## src/rtl/core/chls_pkg.sv

```systemverilog
package chls_pkg;

  localparam int QW         = 32;
  localparam int FRAC_W     = 16;
  localparam int NUM_W      = 48;
  localparam int ORDER_W    = 5;
  localparam int RHS_W      = 3;
  localparam int CFG_IDX_W  = 2;
  localparam int CFG_DATA_W = 8;

  localparam logic signed [QW-1:0] Q_MAX = 32'sh7fff_ffff;
  localparam logic signed [QW-1:0] Q_MIN = 32'sh8000_0000;

  typedef enum logic [CFG_IDX_W-1:0] {
    CFG_MATRIX_ORDER = 2'd0,
    CFG_RHS_COLUMNS  = 2'd1
  } cfg_idx_e;

  typedef struct packed {
    logic                 kind;
    logic [3:0]           row_index;
    logic [3:0]           col_index;
    logic signed [QW-1:0] element_value;
    logic                 last_load;
  } in_item_t;

  typedef struct packed {
    logic [3:0]           out_row;
    logic [1:0]           out_col;
    logic signed [QW-1:0] solution_value;
    logic                 pivot_error;
    logic                 last_result;
  } out_item_t;

  typedef struct packed {
    logic start;
    logic is_sqrt;
  } ds_req_t;

endpackage

```

## src/rtl/core/chls_mac.sv

```systemverilog
module chls_mac import chls_pkg::*; #(
  parameter int ACC_W = 54
) (
  input  logic                    clk_i,
  input  logic                    clear_i,
  input  logic                    mul_en_i,
  input  logic                    add_en_i,
  input  logic signed [QW-1:0]    a_i,
  input  logic signed [QW-1:0]    b_i,
  output logic signed [ACC_W-1:0] acc_o
);

  logic signed [2*QW-1:0] prod_q;
  logic signed [2*QW-1:0] prod_sh;
  logic signed [ACC_W-1:0] acc_q;

  // product floored to Q16.16
  assign prod_sh = prod_q >>> FRAC_W;

  always_ff @(posedge clk_i) begin
    if (mul_en_i) begin
      prod_q <= a_i * b_i;
    end
    if (clear_i) begin
      acc_q <= '0;
    end else if (add_en_i) begin
      acc_q <= acc_q + ACC_W'(prod_sh);
    end
  end

  assign acc_o = acc_q;

endmodule

```

## config.mk

```make
export PLATFORM = sky130hd
export DESIGN_NAME = chls_mac
export DESIGN_NICKNAME = d
export VERILOG_FILES = /design/src/rtl/core/chls_pkg.sv /design/src/rtl/core/chls_mac.sv
export SDC_FILE = /design/constraint.sdc
export NUM_CORES = 2
export LEC_CHECK = 0
export BUFFER_PORTS_ARGS = -buffer_cell sky130_fd_sc_hd__clkbuf_2
export CORE_MARGIN = 5
export CORE_UTILIZATION = 65
export CTS_CLUSTER_SIZE = 12
export DETAILED_ROUTE_END_ITERATION = 8
export MAX_ROUTING_LAYER = met4
export PLACE_DENSITY = 0.83
export SETUP_SLACK_MARGIN = 0.02
export SYNTH_ARGS = -nofsm -noshare
export SYNTH_HDL_FRONTEND = slang
export SYNTH_SLANG_ARGS = --single-unit
```

## constraint.sdc

```tcl
create_clock -name clk_i -period 9.5 [get_ports clk_i]
set_clock_uncertainty 0.2 [all_clocks]
set_input_delay 0.95 -clock clk_i [delete_from_list [all_inputs] [get_ports clk_i]]
set_output_delay 0.95 -clock clk_i [all_outputs]
set_load 0.01 [all_outputs]
```

==> results.env <==
OUTCOME='finished, final reports clean'
DETAIL_ROUTE.WIRELENGTH_MM=103
YOSYSTOPAREACELL='sky130_fd_sc_hd__fa_1'
SYNTH.NET_COUNT=5761
POST_CTS_HOLD_BUFFER_COUNT=0
CTS_SETUP_BUFFERS=0
GRTUSAGETOTAL=0.313
SYNTHFLOPTYPE='sky130_fd_sc_hd__dfxtp_1'
CLOCK_TREE.ROOT_CELL='sky130_fd_sc_hd__clkbuf_16'
GRT_UTIL_MET2=0.532
FP.DIEH_UM=263
SYNTH_TOP_CELLS_BY_AREA='sky130_fd_sc_hd__fa_1 52%, sky130_fd_sc_hd__inv_1 8.8%, sky130_fd_sc_hd__and2_1 7.7%'
FINALSETUPTNS_NS=0
WIRE_PER_INST_UM=19.6
START_UTIL=0.657
GRT_MAX_DEGREE=58
SHARE_OF_POST_ROUTE_CELLS_WITH_DRIVE_STRENGTH_ABOVE_1=0.0563
CP-END-KIND='flip-flop'
FINAL_NETS=5749
PLACEMENT_ROWS=92
MAX_CAP_VIOLATIONS=0
SETUP-VIOLATIONS-FINAL=0
SYNTH.CELLS.MOST_FREQUENT='1082 x sky130_fd_sc_hd__fa_1, 968 x sky130_fd_sc_hd__inv_1, 549 x sky130_fd_sc_hd__nand2_1'
SYNTH.MOST_COMMON_CELL='sky130_fd_sc_hd__fa_1'
CTS.PATH.MAX_BUFFERS=2
MULTI_INPUT_GATE_AREA_UM2=34500
SLEW_VIOL_FINAL=0
VIA_PER_INST=5.73
SYN_AREA_PER_CELL_UM2=9.48
ROUTED-VIA-COUNT=29900
SYN-CELL-AREA_UM2=41500
DRT_FIRST_PASS_ITERS=6
IOPINCOUNT=122
DIEWIDTH_UM=263
WORSTMARGINPINSLEW_NS=1.21
GRT_BUSIEST_LAYER='met2'
POST-DP-HPWL_MM=87.4
SYNTH_ASYNC_SR_FLOP_SHARE=0
GPL.FINAL_WEIGHTED_CONGESTION=0.958
SYNTH-EDFF-COUNT=48
YOSYS_WARNINGS=0
PLACE.PORT_BUFFERS=121
TIMING.FINAL.CRIT_PERIOD_NS=9.00
CRIT_ARRIVAL_NS=8.91
INITIALDRTVIOLATIONCOUNT=2067
FINAL_MIN_PERIOD_OVER_CLOCK_PERIOD=0.947
GRT_FIRST_PASS_WIRELENGTH_MM=170
POST_CTS_RESIZE_COUNT=0
MET3_USAGE=0.0377
FILLER_CELL_COUNT=4650
DRC_ERRORS=0
INITIAL_ANTENNA_VIOLATION_COUNT=4
CTS_SINKS=102
TRITONCTS='done'
CLKSLEWWORSTSETUPHOLDPATHS_NS=0.07
GR-TOTAL-OVERFLOW=0
CTS-BUFFERS-INSERTED=9
NETLIST_INSTANCES=4378
SYNTHDISTINCTLIBCELLS=75
TIMING_HOLD_VIOLATIONS_FINAL=0
FLOORPLAN.CORE_AREA_UM2=63200
START_KIND='input pin'
PATH_CLASS='input pin to flip-flop'
GR-USAGE-MET1=0.372
CRITICAL_PATH.MAX_FANOUT=20
GRT_PASS1_VIAS=33700
TIMING.CRITICAL_PATH.REQUIRED_NS=9.40
SYN2LAYOUT_AREA_GROWTH_PCT=4.28
AREA_OF_THE_DIE_UM2=69000
CLKLATENCYLATEPIN_NS=0.35
SEQUENTIAL_CELL_AREA_UM2=2520
GRT_SETUP_UNREPAIRED='no'
CTS_MAX_LEVEL=3
NETLIST.AREA_LEADER.SHARE=0.522
TIMING.HOLD.WORST.CLASS='flip-flop to flip-flop'
RELSLEWSLACK=0.192
MAX_CLOCK_FREQ_GHz=0.111
DETAIL-ROUTE-ANTENNA-NETS=0
SYNTH.FF_LATCH_COUNT=102
SYNTH_SEQUENTIAL_AREA_RATIO=0.0607
==> sequential cells by signal, indices dropped and copies added, names as in the netlist <==
signal	count
prod_q	48
acc_o	54
==> critical path, cell delays in order <==
cell	delay, ns
sky130_fd_sc_hd__clkbuf_2	0.51
sky130_fd_sc_hd__buf_4	0.29
sky130_fd_sc_hd__nand2_1	0.08
sky130_fd_sc_hd__fa_1	0.55
sky130_fd_sc_hd__fa_1	0.43
sky130_fd_sc_hd__fa_1	0.52
sky130_fd_sc_hd__fa_1	0.55
sky130_fd_sc_hd__inv_1	0.05
sky130_fd_sc_hd__fa_1	0.49
sky130_fd_sc_hd__fa_1	0.51
sky130_fd_sc_hd__fa_1	0.54
sky130_fd_sc_hd__fa_1	0.43
sky130_fd_sc_hd__ha_1	0.42
sky130_fd_sc_hd__a21o_1	0.23
sky130_fd_sc_hd__o21bai_1	0.21
sky130_fd_sc_hd__a2111oi_0	0.51
sky130_fd_sc_hd__o221ai_1	0.22
sky130_fd_sc_hd__o21ai_1	0.24
sky130_fd_sc_hd__o211ai_1	0.17
sky130_fd_sc_hd__nand3_1	0.15
sky130_fd_sc_hd__o21a_1	0.25
sky130_fd_sc_hd__o221ai_2	0.18
sky130_fd_sc_hd__o31ai_1	0.31
sky130_fd_sc_hd__xnor2_1	0.09
==> routing by layer <==
layer | vias to the layer above | wire, µm | part of all wire
li1 | 12900 | - | -
met1 | 15300 | 36800 | 0.36
met2 | 1308 | 52300 | 0.51
met5 | - | 0 | 0
met3 | 420 | 6830 | 0.067
met4 | 0 | 6680 | 0.065
==> final cells by class <==
| type | count | share of cell area |
|---|---|---|
| Inverter | 969 | 0.0840 |
| Timing Repair Buffer | 204 | 0.0290 |
| Multi-Input combinational cell | 3080 | 0.797 |
| Antenna cell | 4 | 0.000231 |
| Clock buffer | 9 | 0.00520 |
| Clock inverter | 7 | 0.00205 |
| Sequential cell | 102 | 0.0583 |
| Tap cell | 846 | 0.0244 |
==> final timing paths <==
kind | from | end | slack (ns) | depth (start not counted)
max | b_i[3] | prod_q[63] | 0.50 | 24
min | acc_o[4] | acc_o[4] | 0.29 | 2
max reg2reg | prod_q[16] | acc_o[26] | 5.74 | 14
min reg2reg | acc_o[4] | acc_o[4] | 0.29 | 2
==> logic make-up (layout without fill, tap and decap cells) <==
kind of cell | after synthesis | count (layout) | share of synthesized area
xor+xnor | 104 | 104 | 0.0219
mux | 32 | 32 | 0.00774
fa+ha+maj | 1315 | 1315 | 0.592
buf+inv | 1196 | 1189 | 0.108
other cells | 0 | 4 | 0
flops | 102 | 102 | 0.0607
simple gates | 1297 | 1297 | 0.155
compound gates | 332 | 332 | 0.0544
==> per-stage QoR <==
step                cell area, µm²   util  std cells  setup slack (ns)  hold WS, ns
floorplan                    41500      -       4378              1.05        0.302
CTS                          43300  0.685       5217             0.534        0.292
global placement             43000  0.680       5201             0.384        0.269
global route                 43300  0.685       5221            0.0661        0.314
detailed placement           43000  0.680       5201             0.155        0.280
finish                       43300  0.685       5221             0.499        0.286
==> cell usage in the layout (no fill, tap or decap), types with 31 or more instances in the layout <==
cell type,instances
sky130_fd_sc_hd__a21o_1,59
sky130_fd_sc_hd__clkbuf_2,121
sky130_fd_sc_hd__a21oi_1,110
sky130_fd_sc_hd__dfxtp_1,54
sky130_fd_sc_hd__nand2_1,549
sky130_fd_sc_hd__o21ai_0,34
sky130_fd_sc_hd__inv_1,968
sky130_fd_sc_hd__xor2_1,32
sky130_fd_sc_hd__mux2i_1,31
sky130_fd_sc_hd__ha_1,233
sky130_fd_sc_hd__nor2_1,115
sky130_fd_sc_hd__buf_4,81
sky130_fd_sc_hd__xnor2_1,72
sky130_fd_sc_hd__and2_1,514
sky130_fd_sc_hd__edfxtp_1,48
sky130_fd_sc_hd__fa_1,1082
Power is left out: the tool's default activity adds up to more than one toggle a clock period on the data nets, which glitch-free logic cannot reach.
