--- src/rtl/core/chls_pkg.sv ---
package chls_pkg;

  localparam int QW         = 32;
  localparam int FRAC_W     = 16;
  localparam int NUM_W      = 48;
  localparam int ORDER_W    = 5;
  localparam int RHS_W      = 3;
  localparam int CFG_IDX_W  = 2;
  localparam int CFG_DATA_W = 8;

  localparam logic signed [QW-1:0] Q_MAX = 32'sh7fff_ffff;
  localparam logic signed [QW-1:0] Q_MIN = 32'sh8000_0000;

  typedef enum logic [CFG_IDX_W-1:0] {
    CFG_MATRIX_ORDER = 2'd0,
    CFG_RHS_COLUMNS  = 2'd1
  } cfg_idx_e;

  typedef struct packed {
    logic                 kind;
    logic [3:0]           row_index;
    logic [3:0]           col_index;
    logic signed [QW-1:0] element_value;
    logic                 last_load;
  } in_item_t;

  typedef struct packed {
    logic [3:0]           out_row;
    logic [1:0]           out_col;
    logic signed [QW-1:0] solution_value;
    logic                 pivot_error;
    logic                 last_result;
  } out_item_t;

  typedef struct packed {
    logic start;
    logic is_sqrt;
  } ds_req_t;

endpackage

--- src/rtl/core/chls_divsqrt.sv ---
module chls_divsqrt import chls_pkg::*; (
  input  logic                 clk_i,
  input  logic                 rst_ni,
  input  ds_req_t              req_i,
  input  logic [NUM_W-1:0]     operand_i,
  input  logic [QW-1:0]        divisor_i,
  output logic                 done_o,
  output logic signed [QW-1:0] result_o
);

  localparam int CNT_W  = $clog2(NUM_W + 1);
  localparam int ROOT_W = NUM_W / 2;

  typedef enum logic [1:0] {DS_IDLE, DS_RUN, DS_FIN} ds_state_e;

  ds_state_e            state_q;
  logic [CNT_W-1:0]     cnt_q;
  logic                 done_q;
  logic signed [QW-1:0] result_q;

  logic                 sqrt_q;
  logic                 neg_q;
  logic [QW-1:0]        den_q;
  logic [NUM_W-1:0]     work_q;
  logic [QW:0]          rem_q;
  logic [ROOT_W-1:0]    root_q;

  logic [QW:0]          div_sh;
  logic                 div_ge;
  logic [QW:0]          div_rem;
  logic [ROOT_W+2:0]    sq_sh;
  logic [ROOT_W+2:0]    sq_trial;
  logic                 sq_ge;
  logic [ROOT_W+2:0]    sq_rem;
  logic signed [QW-1:0] div_res;

  // restoring division, one quotient bit a cycle
  assign div_sh  = {rem_q[QW-1:0], work_q[NUM_W-1]};
  assign div_ge  = div_sh >= {1'b0, den_q};
  assign div_rem = div_ge ? div_sh - {1'b0, den_q} : div_sh;

  // digit-by-digit square root, two radicand bits a cycle
  assign sq_sh    = {rem_q[ROOT_W:0], work_q[NUM_W-1 -: 2]};
  assign sq_trial = {1'b0, root_q, 2'b01};
  assign sq_ge    = sq_sh >= sq_trial;
  assign sq_rem   = sq_ge ? sq_sh - sq_trial : sq_sh;

  always_comb begin
    if (!neg_q) begin
      div_res = (work_q > NUM_W'(Q_MAX)) ? Q_MAX : QW'(work_q);
    end else begin
      div_res = (work_q > {{(NUM_W-QW){1'b0}}, 1'b1, {(QW-1){1'b0}}}) ?
                Q_MIN : QW'(~work_q[QW-1:0] + 1'b1);
    end
  end

  always_ff @(posedge clk_i or negedge rst_ni) begin
    if (!rst_ni) begin
      state_q  <= DS_IDLE;
      cnt_q    <= '0;
      done_q   <= 1'b0;
      result_q <= '0;
    end else begin
      done_q <= 1'b0;
      unique case (state_q)
        DS_IDLE: begin
          if (req_i.start) begin
            cnt_q   <= req_i.is_sqrt ? CNT_W'(ROOT_W) : CNT_W'(NUM_W);
            state_q <= DS_RUN;
          end
        end
        DS_RUN: begin
          cnt_q <= cnt_q - 1'b1;
          if (cnt_q == CNT_W'(1)) begin
            state_q <= DS_FIN;
          end
        end
        DS_FIN: begin
          result_q <= sqrt_q ? QW'(root_q) : div_res;
          done_q   <= 1'b1;
          state_q  <= DS_IDLE;
        end
        default: state_q <= DS_IDLE;
      endcase
    end
  end

  always_ff @(posedge clk_i) begin
    if (state_q == DS_IDLE && req_i.start) begin
      sqrt_q <= req_i.is_sqrt;
      neg_q  <= !req_i.is_sqrt && operand_i[NUM_W-1];
      den_q  <= divisor_i;
      rem_q  <= '0;
      root_q <= '0;
      if (!req_i.is_sqrt && operand_i[NUM_W-1]) begin
        work_q <= ~operand_i + 1'b1;
      end else begin
        work_q <= operand_i;
      end
    end else if (state_q == DS_RUN) begin
      if (sqrt_q) begin
        rem_q  <= (QW+1)'(sq_rem);
        root_q <= {root_q[ROOT_W-2:0], sq_ge};
        work_q <= {work_q[NUM_W-3:0], 2'b00};
      end else begin
        rem_q  <= div_rem;
        work_q <= {work_q[NUM_W-2:0], div_ge};
      end
    end
  end

  assign done_o   = done_q;
  assign result_o = result_q;

endmodule

--- config.mk ---
export PLATFORM = sky130hd
export DESIGN_NAME = chls_divsqrt
export DESIGN_NICKNAME = d
export VERILOG_FILES = /design/src/rtl/core/chls_pkg.sv /design/src/rtl/core/chls_divsqrt.sv
export SDC_FILE = /design/constraint.sdc
export NUM_CORES = 1
export LEC_CHECK = 0
export ABC_AREA = 1
export BUFFER_PORTS_ARGS = -buffer_cell sky130_fd_sc_hd__buf_2
export CAP_MARGIN = 20
export CORE_MARGIN = 2
export CORE_UTILIZATION = 39
export CTS_CLUSTER_SIZE = 25
export DETAILED_ROUTE_END_ITERATION = 12
export GPL_TIMING_DRIVEN = 0
export PLACE_DENSITY = 0.62
export SLEW_MARGIN = 25
export SYNTH_ARGS = -nofsm -noshare
export SYNTH_HDL_FRONTEND = slang
export SYNTH_SLANG_ARGS = --single-unit
--- constraint.sdc ---
create_clock -name clk_i -period 7.21 [get_ports clk_i]
set_clock_uncertainty 0.1 [all_clocks]
set_input_delay 1.442 -clock clk_i [delete_from_list [all_inputs] [get_ports clk_i]]
set_output_delay 1.442 -clock clk_i [all_outputs]
set_load 0.01 [all_outputs]
==> key figures <==
Outcome
  – Status: complete, no violations

Floorplanning
  – Full die area: ~42000 µm²
  – Starting density of the core: about two fifths
  – Die Span Y: a little over 200 µm
  – IO Pins: around 120
  – Chip Width: just over 200 µm
  – FP Rows: between 70 and 80
  – Core area: 39910 µm²

Pwr
  – Power per cell area: ~120 nW/µm²
  – Clock share of power: 46.3%
  – Sw Ratio: 24.11%
  – Peak supply drop: around 0.00017 V
  – Sequential share of power: 48.8%
  – Combinational power share: 4.9%
  – Sw Pwr: 0.0005229 W
  – Pwr Total: roughly 0.0022 W
  – Internal: about 0.0016 W
  – Pleak: ~9.2 nW

Critical path
  – Critical Path RT: about 7300 ps
  – Worst endpoint data arrival time: between 3000 and 4000 ps
  – Crit Path Class: primary input to flip-flop
  – CP dominant cell by count: nand2_1
  – CP delay by family, top: buffers and inverters
  – CP cell instances: buf_2 > inv_1 > nand2_1 > clkinv_1 > clkbuf_1 > buf_2 > o21ai_0 > nand2_1 > nand2_1
  – Crit-path max FO: 10
  – Worst setup EP type: flip-flop
  – Max stage delay on crit path: between 400 and 500 ps
  – Type of origin of the critical path: primary input
  – Buffers & Inverters on Critical Path: 5
  – Worst path slowest cell: clkbuf_1

Global route
  – Largest net degree at the start of global routing: between 40 and 50
  – Met2 usage: 43.59%
  – Gr ovfl total: 0
  – GR peak layer: met2
  – Vias in the first global route: approximately 16000
  – Global-route wire length before repair: approximately 90 mm
  – GRT met3 Usage: under 10%
  – Gr usage total: 28.36%
  – Initial antenna violation count: 2
  – GR Layer Usage met1: around 40%

Synthesis
  – Number of synthesized flops with an enable pin: just over 80
  – Register area share after synthesis: 29.09%
  – Synth Cell Area: ~16000 µm²
  – Syn Area/Cell: roughly 6.2 µm²
  – Mapped Cells: 2576
  – Synth async-reset ratio: between 20 and 25%
  – Ys flop type: edfxtp_1
  – Synth Warn #: 0
  – Net Count, Synth: ~2700
  – #FFs+latches synth: approximately 180
  – Netlist cell types: 53

STA
  – Final hold viol count: 0
  – Final count of negative-setup-slack endpoints: 0
  – Tightest Pin Transition: about 910 ps
  – Fin crit share: 47.62%
  – Fin. max-slew vios: 0
  – Total negative slack: 0 ps
  – Max Freq: 291.3 MHz
  – Tmin final: between 3000 and 4000 ps
  – Slew HR: between 30% and 40%
  – RSZ-0062 raised after global routing: false

Cells and area
  – Commonest non-fill, non-tap cell in the layout: nand2_1
  – Most frequent cells in the layout: nand2_1, inv_1, nor2_1
  – Share of post-route cells with drive strength above 1: 9.174%
  – Fin nets: 2859
  – Fillcell total: 4319
  – Synth-to-Final Area Change: 11.99%

Run
  – Total of max-cap violations: 0

Drt
  – Vias per cell: a little over 5
  – Drt total wl: 58.52 mm
  – Total number of vias: between 15000 and 20000
  – Antenna violation net count after detailed routing: 0
  – Drc violations: 0
  – DR WL/cell: between 15 and 20 µm
  – Iter 0 DRT Violations: around 1700
  – DR pass1 iterations: 6

CTS
  – CTS tree: built
  – Num CTS Buffers: 17
  – Worst-path clk slew: ~70 ps
  – Worst-Skew Late Latency: 480 ps
  – Post-cts resize count: 0
  – Clk buf depth: 2
  – CTS sink count: 179
  – Root Buffer: clkbuf_16
  – # hold bufs at CTS: 0
  – Post-CTS Setup Bufs: 0
  – Htree depth: 4

Place
  – PortBufs: around 120
  – Post-DP HPWL: between 40 and 50 mm
  – Final RePlAce weighted congestion: around 0.95

Worst hold path
  – Hold crit path type: flip-flop to flip-flop
## metrics by stage
step | setup slack [ps] | cells | area (µm²) | utilization [%] | hold WS, ps
after floorplan | 3568 | 2576 | 15850 | - | 345.1
after global placement | 2178 | 3217 | 17080 | 42.80 | 360.9
after detailed placement | 3363 | 3218 | 17110 | 42.86 | 363.6
after CTS | 3861 | 3250 | 17740 | 44.44 | 377.4
after global routing | 3689 | 3250 | 17740 | 44.45 | 385.4
final | 3777 | 3252 | 17750 | 44.46 | 372.6
## synthesized netlist by cell type (4+ instances only)
library cell    n  area share [%]
xnor2_1        19             1.1
buf_6           9            0.64
nand3_1       191             6.0
dfxtp_1        56             7.1
o21bai_1        4            0.19
or2_2           7            0.28
o211ai_1        6            0.28
buf_1           4           0.095
inv_2           9            0.21
o22ai_1         7            0.28
nor2_2         18            0.71
nor2_4          7            0.50
inv_1         376             8.9
dfrtp_1        41             6.5
edfxtp_1       82              16
clkbuf_1       51             1.2
a21oi_1        98             3.1
and2_1          4            0.16
nand3b_1       20            0.95
nand2_1       890              21
nand3_2         5            0.32
a31oi_1         4            0.16
ha_1           62             4.9
xor2_1         51             2.8
nor3_1         21            0.66
o21ai_1        20            0.63
o21ai_0       165             5.2
nor4_1          9            0.36
nor2_1        239             5.7
nand2_2        11            0.43
buf_2          16            0.51
a211oi_1        5            0.24
nand4_1        37             1.5
## sequential cells by signal (all words and copies together) (netlist names)
register,count
state_q,2
work_q,48
done_o,1
root_q,24
neg_q,1
sqrt_q,1
den_q,32
result_o,32
cnt_q,6
rem_q,32
## worst reg2reg max path: stages (launching register included)
cell	delay, ps
dfxtp_1	360
inv_1	90
ha_1	400
nand2_1	130
nor2_1	390
nor3b_1	230
nand2_1	120
nand3_2	100
buf_4	210
nand3_1	300
nand2_1	170
nand3_1	80
nand2_1	70
inv_1	30
## power groups by stage
stage / registers [W] / clock network, W / logic [W]
floorplan: 0.00108 / 0 / 0.0000455
global placement: 0.00108 / 0 / 0.000104
detailed placement: 0.00108 / 0 / 0.000104
CTS: 0.00106 / 0.00102 / 0.000105
global route: 0.00106 / 0.00106 / 0.000116
finish: 0.00106 / 0.00100 / 0.000106
## per-layer routing
| layer | share of wire, % | routed length, µm |
|---|---|---|
| met2 | 43 | 25150 |
| met3 | 6.4 | 3726 |
| met5 | 0 | 0 |
| met4 | 3.0 | 1777 |
| met1 | 48 | 27870 |
## layout make-up
class                      instances  area, µm²  share of cell area (%)
antenna                            2      5.005                 0.02820
sequential                       179       4609                   25.97
tap                              525      656.9                   3.702
inverter                         389       1463                   8.242
timing repair buffer             117      603.1                   3.398
clock inverter                     9      77.57                  0.4371
multi-input combinational       1926       9370                   52.80
clock buffer                      23      554.3                   3.123
buffer                            82      406.6                   2.291
## kinds of logic (layout without fill, tap and decap cells)
kind of cell / Yosys count / in the layout / share of synthesized area (%)
buffers and inverters: 471 / 620 / 11.77
and+or+nand+nor: 1469 / 1469 / 39.36
xor gates and xnor gates: 70 / 70 / 3.869
AOI/OAI and AO/OA: 322 / 322 / 10.75
adders and majority gates: 63 / 63 / 5.022
other: 0 / 2 / 0
muxes: 2 / 2 / 0.1342
DFF: 179 / 179 / 29.09
## final timing paths
path | startpoint | end | slack, ps | cells past startpoint
worst max-delay path | req_i[0] | work_q[36] | 3780 | 9
worst min-delay path | rem_q[28] | rem_q[28] | 370 | 2
worst max register to register | root_q[2] | rem_q[22] | 4320 | 13
worst min register to register | rem_q[28] | rem_q[28] | 370 | 2
max in group asynchronous | rst_ni | cnt_q[0] | 5720 | 1
min in group asynchronous | rst_ni | result_o[21] | 880 | 1
Power figures use the tool's default switching activity.
